### src/hdl/md5_pkg.sv
// Package: MD5 constants, tables and shared types.
package md5_pkg;

	localparam logic [31:0] INIT_A = 32'h67452301;
	localparam logic [31:0] INIT_B = 32'hefcdab89;
	localparam logic [31:0] INIT_C = 32'h98badcfe;
	localparam logic [31:0] INIT_D = 32'h10325476;

	localparam logic [1:0] MODE_FULL   = 2'd0;
	localparam logic [1:0] MODE_MIDDLE = 2'd1;
	localparam logic [1:0] MODE_BASE62 = 2'd2;

	localparam logic [7:0] PAD_BYTE = 8'h80;
	localparam logic [6:0] BASE62   = 7'd62;

	typedef enum logic [2:0] {
		ST_IDLE,
		ST_ROUND,
		ST_PAD,
		ST_LEN,
		ST_OUT
	} state_t;

	// Control from the sequencer to the round unit.
	typedef struct packed {
		logic       init;   // load working regs from chain
		logic       run;    // perform one round
		logic [5:0] idx;    // round index
		logic       fold;   // add working regs into chain
		logic       reset_chain;
	} rnd_ctrl_t;

	function automatic logic [31:0] round_k(input logic [5:0] i);
		logic [31:0] k [0:63];
		k = '{
			32'hd76aa478, 32'he8c7b756, 32'h242070db, 32'hc1bdceee,
			32'hf57c0faf, 32'h4787c62a, 32'ha8304613, 32'hfd469501,
			32'h698098d8, 32'h8b44f7af, 32'hffff5bb1, 32'h895cd7be,
			32'h6b901122, 32'hfd987193, 32'ha679438e, 32'h49b40821,
			32'hf61e2562, 32'hc040b340, 32'h265e5a51, 32'he9b6c7aa,
			32'hd62f105d, 32'h02441453, 32'hd8a1e681, 32'he7d3fbc8,
			32'h21e1cde6, 32'hc33707d6, 32'hf4d50d87, 32'h455a14ed,
			32'ha9e3e905, 32'hfcefa3f8, 32'h676f02d9, 32'h8d2a4c8a,
			32'hfffa3942, 32'h8771f681, 32'h6d9d6122, 32'hfde5380c,
			32'ha4beea44, 32'h4bdecfa9, 32'hf6bb4b60, 32'hbebfbc70,
			32'h289b7ec6, 32'heaa127fa, 32'hd4ef3085, 32'h04881d05,
			32'hd9d4d039, 32'he6db99e5, 32'h1fa27cf8, 32'hc4ac5665,
			32'hf4292244, 32'h432aff97, 32'hab9423a7, 32'hfc93a039,
			32'h655b59c3, 32'h8f0ccc92, 32'hffeff47d, 32'h85845dd1,
			32'h6fa87e4f, 32'hfe2ce6e0, 32'ha3014314, 32'h4e0811a1,
			32'hf7537e82, 32'hbd3af235, 32'h2ad7d2bb, 32'heb86d391
		};
		return k[i];
	endfunction

	function automatic logic [4:0] round_s(input logic [5:0] i);
		logic [4:0] s;
		case ({i[5:4], i[1:0]})
			4'd0:  s = 5'd7;
			4'd1:  s = 5'd12;
			4'd2:  s = 5'd17;
			4'd3:  s = 5'd22;
			4'd4:  s = 5'd5;
			4'd5:  s = 5'd9;
			4'd6:  s = 5'd14;
			4'd7:  s = 5'd20;
			4'd8:  s = 5'd4;
			4'd9:  s = 5'd11;
			4'd10: s = 5'd16;
			4'd11: s = 5'd23;
			4'd12: s = 5'd6;
			4'd13: s = 5'd10;
			4'd14: s = 5'd15;
			default: s = 5'd21;
		endcase
		return s;
	endfunction

	// Message word index used by round i.
	function automatic logic [3:0] round_g(input logic [5:0] i);
		logic [3:0] g;
		case (i[5:4])
			2'd0: g = i[3:0];
			2'd1: g = 4'((5 * i) + 1);
			2'd2: g = 4'((3 * i) + 5);
			default: g = 4'(7 * i);
		endcase
		return g;
	endfunction

endpackage

### src/hdl/md5_round.sv
// Round unit: working registers, chaining words and one MD5 round per cycle when ctrl.run is set.
module md5_round (
	input  logic               clk,
	input  logic               arst_n,
	input  md5_pkg::rnd_ctrl_t ctrl,
	input  logic [31:0]        word,   // message word for the round in ctrl.idx
	output logic [127:0]       chain
);

	logic [31:0] ca_q, cb_q, cc_q, cd_q;
	logic [31:0] a_q, b_q, c_q, d_q;
	logic [31:0] f, t, rot;
	logic [4:0]  s;

	always_comb begin
		case (ctrl.idx[5:4])
			2'd0: f = (b_q & c_q) | (~b_q & d_q);
			2'd1: f = (b_q & d_q) | (c_q & ~d_q);
			2'd2: f = b_q ^ c_q ^ d_q;
			default: f = c_q ^ (b_q | ~d_q);
		endcase
		s   = md5_pkg::round_s(ctrl.idx);
		t   = a_q + f + word + md5_pkg::round_k(ctrl.idx);
		rot = (t << s) | (t >> (6'd32 - {1'b0, s}));
	end

	always_ff @(posedge clk or negedge arst_n) begin
		if (!arst_n) begin
			ca_q <= md5_pkg::INIT_A;
			cb_q <= md5_pkg::INIT_B;
			cc_q <= md5_pkg::INIT_C;
			cd_q <= md5_pkg::INIT_D;
		end else if (ctrl.reset_chain) begin
			ca_q <= md5_pkg::INIT_A;
			cb_q <= md5_pkg::INIT_B;
			cc_q <= md5_pkg::INIT_C;
			cd_q <= md5_pkg::INIT_D;
		end else if (ctrl.fold) begin
			ca_q <= ca_q + a_q;
			cb_q <= cb_q + b_q;
			cc_q <= cc_q + c_q;
			cd_q <= cd_q + d_q;
		end
	end

	always_ff @(posedge clk) begin
		if (ctrl.init) begin
			a_q <= ca_q;
			b_q <= cb_q;
			c_q <= cc_q;
			d_q <= cd_q;
		end else if (ctrl.run) begin
			a_q <= d_q;
			d_q <= c_q;
			c_q <= b_q;
			b_q <= b_q + rot;
		end
	end

	assign chain = {cd_q, cc_q, cb_q, ca_q};

endmodule

### src/hdl/md5_block_mem.sv
// Block memory: 16 message words, whole-word write, registered read.
module md5_block_mem (
	input  logic        clk,
	input  logic        wr_en,
	input  logic [3:0]  wr_addr,
	input  logic [31:0] wr_data,
	input  logic [3:0]  rd_addr,
	output logic [31:0] rd_data
);

	logic [31:0] mem [0:15];

	always_ff @(posedge clk) begin
		if (wr_en) begin
			mem[wr_addr] <= wr_data;
		end
		rd_data <= mem[rd_addr];
	end

endmodule

### src/hdl/md5_message_digest.sv
// Top level: MD5 digest engine, byte input, byte/character result output.
// Usage:
//  - Write output_mode via cfg_we/cfg_data while idle: 0 full 16-byte
//    digest, 1 digest bytes 4..11, 2 eight base-62 characters (3 as 0).
//  - Transfer one item per start pulse when busy is low: msg_byte, is_last,
//    no_data. no_data with is_last low is an idle item.
//  - Each byte is merged into a 16-word block memory (the word being
//    assembled is kept in a holding register). When the 64th byte lands,
//    the block runs 64 rounds, one per cycle from the block memory
//    (registered read), then a fold step adds the working registers
//    into the chaining words.
//  - On is_last the padding bytes are inserted one per cycle (0x80, zeros,
//    then the bit length little-endian), pausing to compress as blocks fill.
//  - Results then appear on out_byte with out_valid high for one cycle
//    each, 16 or 8 results back to back, out_last on the final one. The
//    receiver cannot stall; busy stays high until the last result.
//  - After the results the chaining words, bit count and fill return to
//    their reset values. Asynchronous reset (arst_n) does the same and
//    resets output_mode to 0.
module md5_message_digest (
	input  logic       clk,
	input  logic       arst_n,
	input  logic       cfg_we,
	input  logic [1:0] cfg_data,
	input  logic       start,
	output logic       busy,
	input  logic [7:0] msg_byte,
	input  logic       is_last,
	input  logic       no_data,
	output logic       out_valid,
	output logic [7:0] out_byte,
	output logic       out_last
);

	md5_pkg::state_t state_q, state_d;
	md5_pkg::rnd_ctrl_t ctrl;

	logic [1:0]   mode_q;
	logic [63:0]  bit_count_q, len_q;
	logic [5:0]   fill_q;
	logic [31:0]  hold_q;       // word being assembled
	logic [6:0]   rnd_q;        // 0: init/read, 1..64 rounds, 65 fold
	logic         last_pend_q;  // finish after the current compression
	logic [1:0]   ret_q;        // where to go after compression
	logic [3:0]   pad_q;        // length byte counter
	logic [3:0]   out_q;

	// byte insertion
	logic        put;
	logic [7:0]  put_byte;
	logic [31:0] merged;
	logic        mem_we;
	logic [3:0]  rd_addr;
	logic [31:0] rd_data;
	logic [127:0] chain;
	logic        final_round;

	localparam logic [1:0] RET_IDLE = 2'd0;
	localparam logic [1:0] RET_PAD  = 2'd1;
	localparam logic [1:0] RET_LEN  = 2'd2;

	logic accept;
	assign accept = start && !busy;

	always_comb begin
		case (fill_q[1:0])
			2'd0: merged = {24'h0, put_byte};
			2'd1: merged = {hold_q[31:16], put_byte, hold_q[7:0]};
			2'd2: merged = {hold_q[31:24], put_byte, hold_q[15:0]};
			default: merged = {put_byte, hold_q[23:0]};
		endcase
	end

	assign mem_we = put && (fill_q[1:0] == 2'd3);

	// Round index of the read issued this cycle; data used in the next cycle.
	logic [5:0] rd_idx;
	assign rd_idx  = rnd_q[5:0];
	assign rd_addr = md5_pkg::round_g(rd_idx);
	assign final_round = (rnd_q == 7'd65);

	md5_block_mem u_mem (
		.clk     (clk),
		.wr_en   (mem_we),
		.wr_addr (fill_q[5:2]),
		.wr_data (merged),
		.rd_addr (rd_addr),
		.rd_data (rd_data)
	);

	md5_round u_round (
		.clk    (clk),
		.arst_n (arst_n),
		.ctrl   (ctrl),
		.word   (rd_data),
		.chain  (chain)
	);

	// Output byte selection
	logic [3:0] dsel;
	logic [7:0] db0, db1, ch;
	logic [8:0] pair;
	logic [7:0] rem;
	logic [7:0] out_sel;

	function automatic logic [7:0] dig(input logic [127:0] c, input logic [3:0] k);
		return c[{k, 3'b000} +: 8];
	endfunction

	always_comb begin
		dsel = (mode_q == md5_pkg::MODE_MIDDLE) ? (out_q + 4'd4) : out_q;
		db0  = dig(chain, {out_q[2:0], 1'b0});
		db1  = dig(chain, {out_q[2:0], 1'b1});
		pair = {1'b0, db0} + {1'b0, db1};
		// pair < 511: reduce by up to eight subtractions of 62
		if (pair >= 9'd496)      rem = 8'(pair - 9'd496);
		else if (pair >= 9'd434) rem = 8'(pair - 9'd434);
		else if (pair >= 9'd372) rem = 8'(pair - 9'd372);
		else if (pair >= 9'd310) rem = 8'(pair - 9'd310);
		else if (pair >= 9'd248) rem = 8'(pair - 9'd248);
		else if (pair >= 9'd186) rem = 8'(pair - 9'd186);
		else if (pair >= 9'd124) rem = 8'(pair - 9'd124);
		else if (pair >= 9'd62)  rem = 8'(pair - 9'd62);
		else                     rem = pair[7:0];
		if (rem <= 8'd9)       ch = rem + 8'd48;
		else if (rem <= 8'd35) ch = rem + 8'd55;
		else                   ch = rem + 8'd61;
		out_sel = (mode_q == md5_pkg::MODE_BASE62) ? ch : dig(chain, dsel);
	end

	logic [3:0] out_end;
	assign out_end = (mode_q == md5_pkg::MODE_MIDDLE || mode_q == md5_pkg::MODE_BASE62)
		? 4'd7 : 4'd15;

	// Next state
	always_comb begin
		state_d = state_q;
		case (state_q)
			md5_pkg::ST_IDLE: begin
				if (accept) begin
					if (!no_data && fill_q == 6'd63) state_d = md5_pkg::ST_ROUND;
					else if (is_last)                state_d = md5_pkg::ST_PAD;
				end
			end
			md5_pkg::ST_ROUND: begin
				if (final_round) begin
					case (ret_q)
						RET_PAD: state_d = md5_pkg::ST_PAD;
						RET_LEN: state_d = last_pend_q ? md5_pkg::ST_OUT : md5_pkg::ST_LEN;
						default: state_d = last_pend_q ? md5_pkg::ST_PAD : md5_pkg::ST_IDLE;
					endcase
				end
			end
			md5_pkg::ST_PAD: begin
				if (fill_q == 6'd63)      state_d = md5_pkg::ST_ROUND;
				else if (fill_q == 6'd55) state_d = md5_pkg::ST_LEN;
			end
			md5_pkg::ST_LEN: begin
				if (pad_q == 4'd7) state_d = md5_pkg::ST_ROUND;
			end
			md5_pkg::ST_OUT: begin
				if (out_q == out_end) state_d = md5_pkg::ST_IDLE;
			end
			default: state_d = md5_pkg::ST_IDLE;
		endcase
	end

	// Outputs of the sequencer
	always_comb begin
		put = 1'b0;
		put_byte = msg_byte;
		busy = 1'b1;
		out_valid = 1'b0;
		ctrl = '0;
		ctrl.idx = rnd_q[5:0] - 6'd1;
		case (state_q)
			md5_pkg::ST_IDLE: begin
				busy = 1'b0;
				put = accept && !no_data;
			end
			md5_pkg::ST_ROUND: begin
				ctrl.init = (rnd_q == 7'd0);
				ctrl.run  = (rnd_q != 7'd0) && !final_round;
				ctrl.fold = final_round;
			end
			md5_pkg::ST_PAD: begin
				put = 1'b1;
				put_byte = (pad_q == 4'd0) ? md5_pkg::PAD_BYTE : 8'h00;
			end
			md5_pkg::ST_LEN: begin
				put = 1'b1;
				put_byte = len_q[{pad_q[2:0], 3'b000} +: 8];
			end
			md5_pkg::ST_OUT: begin
				out_valid = 1'b1;
				ctrl.reset_chain = (out_q == out_end);
			end
			default: busy = 1'b1;
		endcase
	end

	assign out_byte = out_sel;
	assign out_last = out_valid && (out_q == out_end);

	always_ff @(posedge clk or negedge arst_n) begin
		if (!arst_n) begin
			state_q     <= md5_pkg::ST_IDLE;
			mode_q      <= md5_pkg::MODE_FULL;
			bit_count_q <= '0;
			fill_q      <= '0;
			rnd_q       <= '0;
			last_pend_q <= 1'b0;
			ret_q       <= RET_IDLE;
			pad_q       <= '0;
			out_q       <= '0;
		end else begin
			state_q <= state_d;
			if (cfg_we) mode_q <= cfg_data;
			if (put) fill_q <= fill_q + 6'd1;
			if (accept && !no_data) bit_count_q <= bit_count_q + 64'd8;
			if (accept && is_last) last_pend_q <= 1'b1;
			if (state_q == md5_pkg::ST_ROUND) rnd_q <= final_round ? 7'd0 : rnd_q + 7'd1;
			// remember where the message stood when a compression started
			if (put && fill_q == 6'd63) begin
				case (state_q)
					md5_pkg::ST_PAD: ret_q <= RET_PAD;
					md5_pkg::ST_LEN: ret_q <= RET_LEN;
					default: ret_q <= RET_IDLE;
				endcase
			end
			if (state_q == md5_pkg::ST_PAD) begin
				if (state_d == md5_pkg::ST_LEN) pad_q <= 4'd0;
				else if (pad_q == 4'd0)         pad_q <= 4'd1;
			end else if (state_q == md5_pkg::ST_LEN) begin
				pad_q <= pad_q + 4'd1;
			end
			if (state_q == md5_pkg::ST_OUT) begin
				if (out_q == out_end) begin
					out_q       <= '0;
					bit_count_q <= '0;
					fill_q      <= '0;
					last_pend_q <= 1'b0;
					pad_q       <= '0;
				end else begin
					out_q <= out_q + 4'd1;
				end
			end
		end
	end

	// Length latched as the message ends; holding word for byte merge.
	always_ff @(posedge clk) begin
		if (accept && is_last) len_q <= no_data ? bit_count_q : bit_count_q + 64'd8;
		if (put) hold_q <= merged;
	end

endmodule

### config.mk
export PLATFORM = sky130hd
export DESIGN_NAME = md5_message_digest
export DESIGN_NICKNAME = d
export VERILOG_FILES = /design/src/hdl/md5_pkg.sv /design/src/hdl/md5_round.sv /design/src/hdl/md5_block_mem.sv /design/src/hdl/md5_message_digest.sv
export SDC_FILE = /design/constraint.sdc
export NUM_CORES = 2
export LEC_CHECK = 0
export ABC_AREA = 1
export BUFFER_PORTS_ARGS = -buffer_cell sky130_fd_sc_hd__buf_2
export CAP_MARGIN = 15
export CORE_AREA = 2 2 441 443
export CTS_CLUSTER_DIAMETER = 150
export CTS_CLUSTER_SIZE = 16
export DETAILED_ROUTE_END_ITERATION = 12
export DIE_AREA = 0 0 443 445
export GPL_TIMING_DRIVEN = 0
export SYNTH_ARGS = -nofsm -noshare
export SYNTH_HDL_FRONTEND = slang
export SYNTH_HIERARCHICAL = 1
export SYNTH_SLANG_ARGS = --single-unit
### constraint.sdc
create_clock -name clk -period 13.3 [get_ports clk]
set_clock_uncertainty 0.1 [all_clocks]
set_input_delay 1.995 -clock clk [delete_from_list [all_inputs] [get_ports clk]]
set_output_delay 1.995 -clock clk [all_outputs]
set_load 0.03 [all_outputs]
==> impl_metrics.toml <==
[placement]
post-place-ws_ns = 1.92
place_hpwl_um = 225000
portBuffers = 26
place_congestion = 1.04

[timing]
fin_crit_sh = 0.876
timing.fmax_ghz = 0.0858
rsz0062_at_grt = "false"
max_slew.worst_pin.slew_ns = 1.39
finalCriticalPeriod_ns = 11.65
tns_ns = 0
maxSlewViolCount = 0
relSlewSlack = 0.0739
layout_setup_ws_ns = 1.65
setup_viol = 0
finalHoldViolCount = 0

[cts]
tritoncts = "yes"
post_cts_buffers = 0
insertion_delay_ns = 0.76
hold_buffers = 0
cts_resized = 0
cts-root-buf = "clkbuf_16"
htreeDepth = 3
cts_buffers = 73
cts_buffer_depth = 3
cts.sinks = 983
cts.clk_slew.worst_paths_ns = 0.09

[pwr]
power.switching_mw = 1.26
powerDensity_mw_per_mm2 = 76.0
internal_power_mw = 4.32
vdd_drop_max_uv = 84.6
power.share.sequential = 0.585
leakage_nw = 33.1
p_clk_frac = 0.404
swShare = 0.226
combPwrFrac = 0.011

[min_path]
hold_depth = 1
holdPathEnd = "pad_q[3]"
hold_class = "register to register"
hp-start = "pad_q[3]"

[die]
row_count = 161
start_util = 0.349
die-width_um = 443
ios = 27
core_mm2 = 0.192
die_h_um = 445
die-area_mm2 = 0.197

[route]
via_per_inst = 5.61
vias = 64500
drtAntennaViolNets = 0
totalWireLength_um = 290000
wl_per_cell_um = 25.3
first_iter_violations = 8046
first_pass_iters = 6
route.detailed.drc = 0

[yosys]
syn_area_per_cell_um2 = 7.65
synth_edf_count = 733
synth.distinct_cells = 77
postSynthNetCount = 9092
async_reset_ff_frac = 0.222
synth_cells = 8749
ys_seq_area_frac = 0.421
yosys.area.top_type = "edfxtp_1"
yosysWarnings = 6
yosysTopAreaCellShare = 0.329
synthFlopType = "edfxtp_1"
netlist_top_cells_area = "edfxtp_1 33%, nand2_1 14%, nand3_1 7.6%"
synth_seq_cells = 983
syn_area_mm2 = 0.0669

[critical_path]
reg2reg_depth = 51
cp-start-kind = "register"
regToRegEndpoint = "u_round/b_q[21]"
cpMaxStageDelayCell = "buf_1"
crit_arrival_ns = 12.08
worstReg2RegStart = "rnd_q[0]"
slowest_delay_ns = 0.98
r2r_setup_slack_ns = 1.65
crit_top_cell = "nand2_1"
crit_fanout = 18
endpoint_kind = "register"
critical_path_class = "register to register"
required_ns = 13.72

[finish]
top_register = "u_mem/mem"
final_nets = 9256
largest_reg_flops = 512
final_layout_size_suffix_gt1_frac = 0.0572
top_regs = "u_mem/mem x512, bit_count_q x61, len_q x61"
final_cell_mix = "2433 x nand2_1, 1219 x inv_1, 1010 x nand3_1, 733 x edfxtp_1, 609 x o21ai_0"
final_common_cell = "nand2_1"
fillers = 19900
area_growth_syn_to_layout_pct = 9.79

[grt]
grt_antenna_before_repair = 8
grt_overflow = 0
grt_max_degree = 97
grt_pass1_vias = 60200
grt_pass1_wl_um = 416000
grt_usage = 0.286

[job]
cap_violations = 0

[run_status]
status = "finished clean"
metrics by stage:
stage	hold slack [ns]	power (mW)	instance area, um2	cells	utilization
floorplan	0.347	3.35	66900	8749	-
global placement	0.376	3.39	70200	11300	0.366
detailed placement	0.373	3.39	71200	11400	0.371
CTS	0.390	5.62	73400	11500	0.382
global route	0.422	5.73	73500	11500	0.383
finish	0.395	5.58	73500	11500	0.383
layout make-up:
type	instances	area, um2	area share
antenna	4	10.0	0.000136
buffer	351	1740	0.0237
clock buffer	106	1950	0.0265
clock inverter	12	219	0.00298
inverter	1256	4730	0.0643
multi-input combinational	6159	32500	0.442
sequential	983	28200	0.384
tap	2526	3160	0.0430
timing repair buffer	89	1000	0.0137
power groups by stage:
stage / logic, mW / clock network (mW) / registers, mW
floorplan: 0.0169 / 0 / 3.33
global placement: 0.0546 / 0 / 3.33
detailed placement: 0.0589 / 0 / 3.33
CTS: 0.0590 / 2.30 / 3.27
global route: 0.0634 / 2.40 / 3.26
finish: 0.0596 / 2.26 / 3.27
worst max-delay path, delay by kind of cell (launching register included):
kind	cells	cell delay (ns)
DFF	1	0.49
and+or+nand+nor	27	3.00
xor gates and xnor gates	1	0.17
buffers and inverters	9	3.33
AOI/OAI and AO/OA	8	1.95
adders and majority gates	6	2.40
synthesized netlist by cell type, drive strengths merged (32+ instances only):
| master | instances |
|---|---|
| a21oi | 428 |
| a31oi | 37 |
| buf | 144 |
| clkbuf | 207 |
| dfrtp | 154 |
| dfstp | 64 |
| dfxtp | 32 |
| edfxtp | 733 |
| fa | 71 |
| ha | 256 |
| inv | 1252 |
| nand2 | 2460 |
| nand3 | 1016 |
| nand4 | 53 |
| nor2 | 453 |
| nor3 | 62 |
| nor4 | 36 |
| o211ai | 81 |
| o21ai | 701 |
| o22ai | 94 |
| or2 | 35 |
| xnor2 | 53 |
| xor2 | 104 |
kinds of logic (layout without fill, tap and decap cells):
family | Yosys count | count (layout) | synth area share
AOI/OAI and AO/OA | 1530 | 1530 | 0.130
xor gates and xnor gates | 157 | 157 | 0.0209
adders and majority gates | 327 | 327 | 0.0691
buffers and inverters | 1607 | 1814 | 0.0966
DFF | 983 | 983 | 0.421
muxes | 1 | 1 | 0.000150
other | 0 | 4 | 0
and+or+nand+nor | 4144 | 4144 | 0.262
metal layers:
layer	global-route usage	wire length, um	part of all wire	vias to the layer above
li1	-	-	-	29400
met1	0.402	125000	0.43	31200
met2	0.433	124000	0.43	3283
met3	0.0465	26400	0.091	568
met4	0.127	14800	0.051	8
met5	0	60	0.00021	-
how the worst max path moves through the flow:
stage	start	end	cells past startpoint
floorplan	rnd_q[0]	u_round/b_q[20]	49
global placement	rnd_q[0]	u_round/b_q[21]	46
detailed placement	rnd_q[0]	u_round/b_q[21]	51
CTS	rnd_q[0]	u_round/b_q[21]	51
global route	rnd_q[0]	u_round/b_q[21]	51
finish	rnd_q[0]	u_round/b_q[21]	51
No activity file was read; power rests on OpenSTA's default activity.
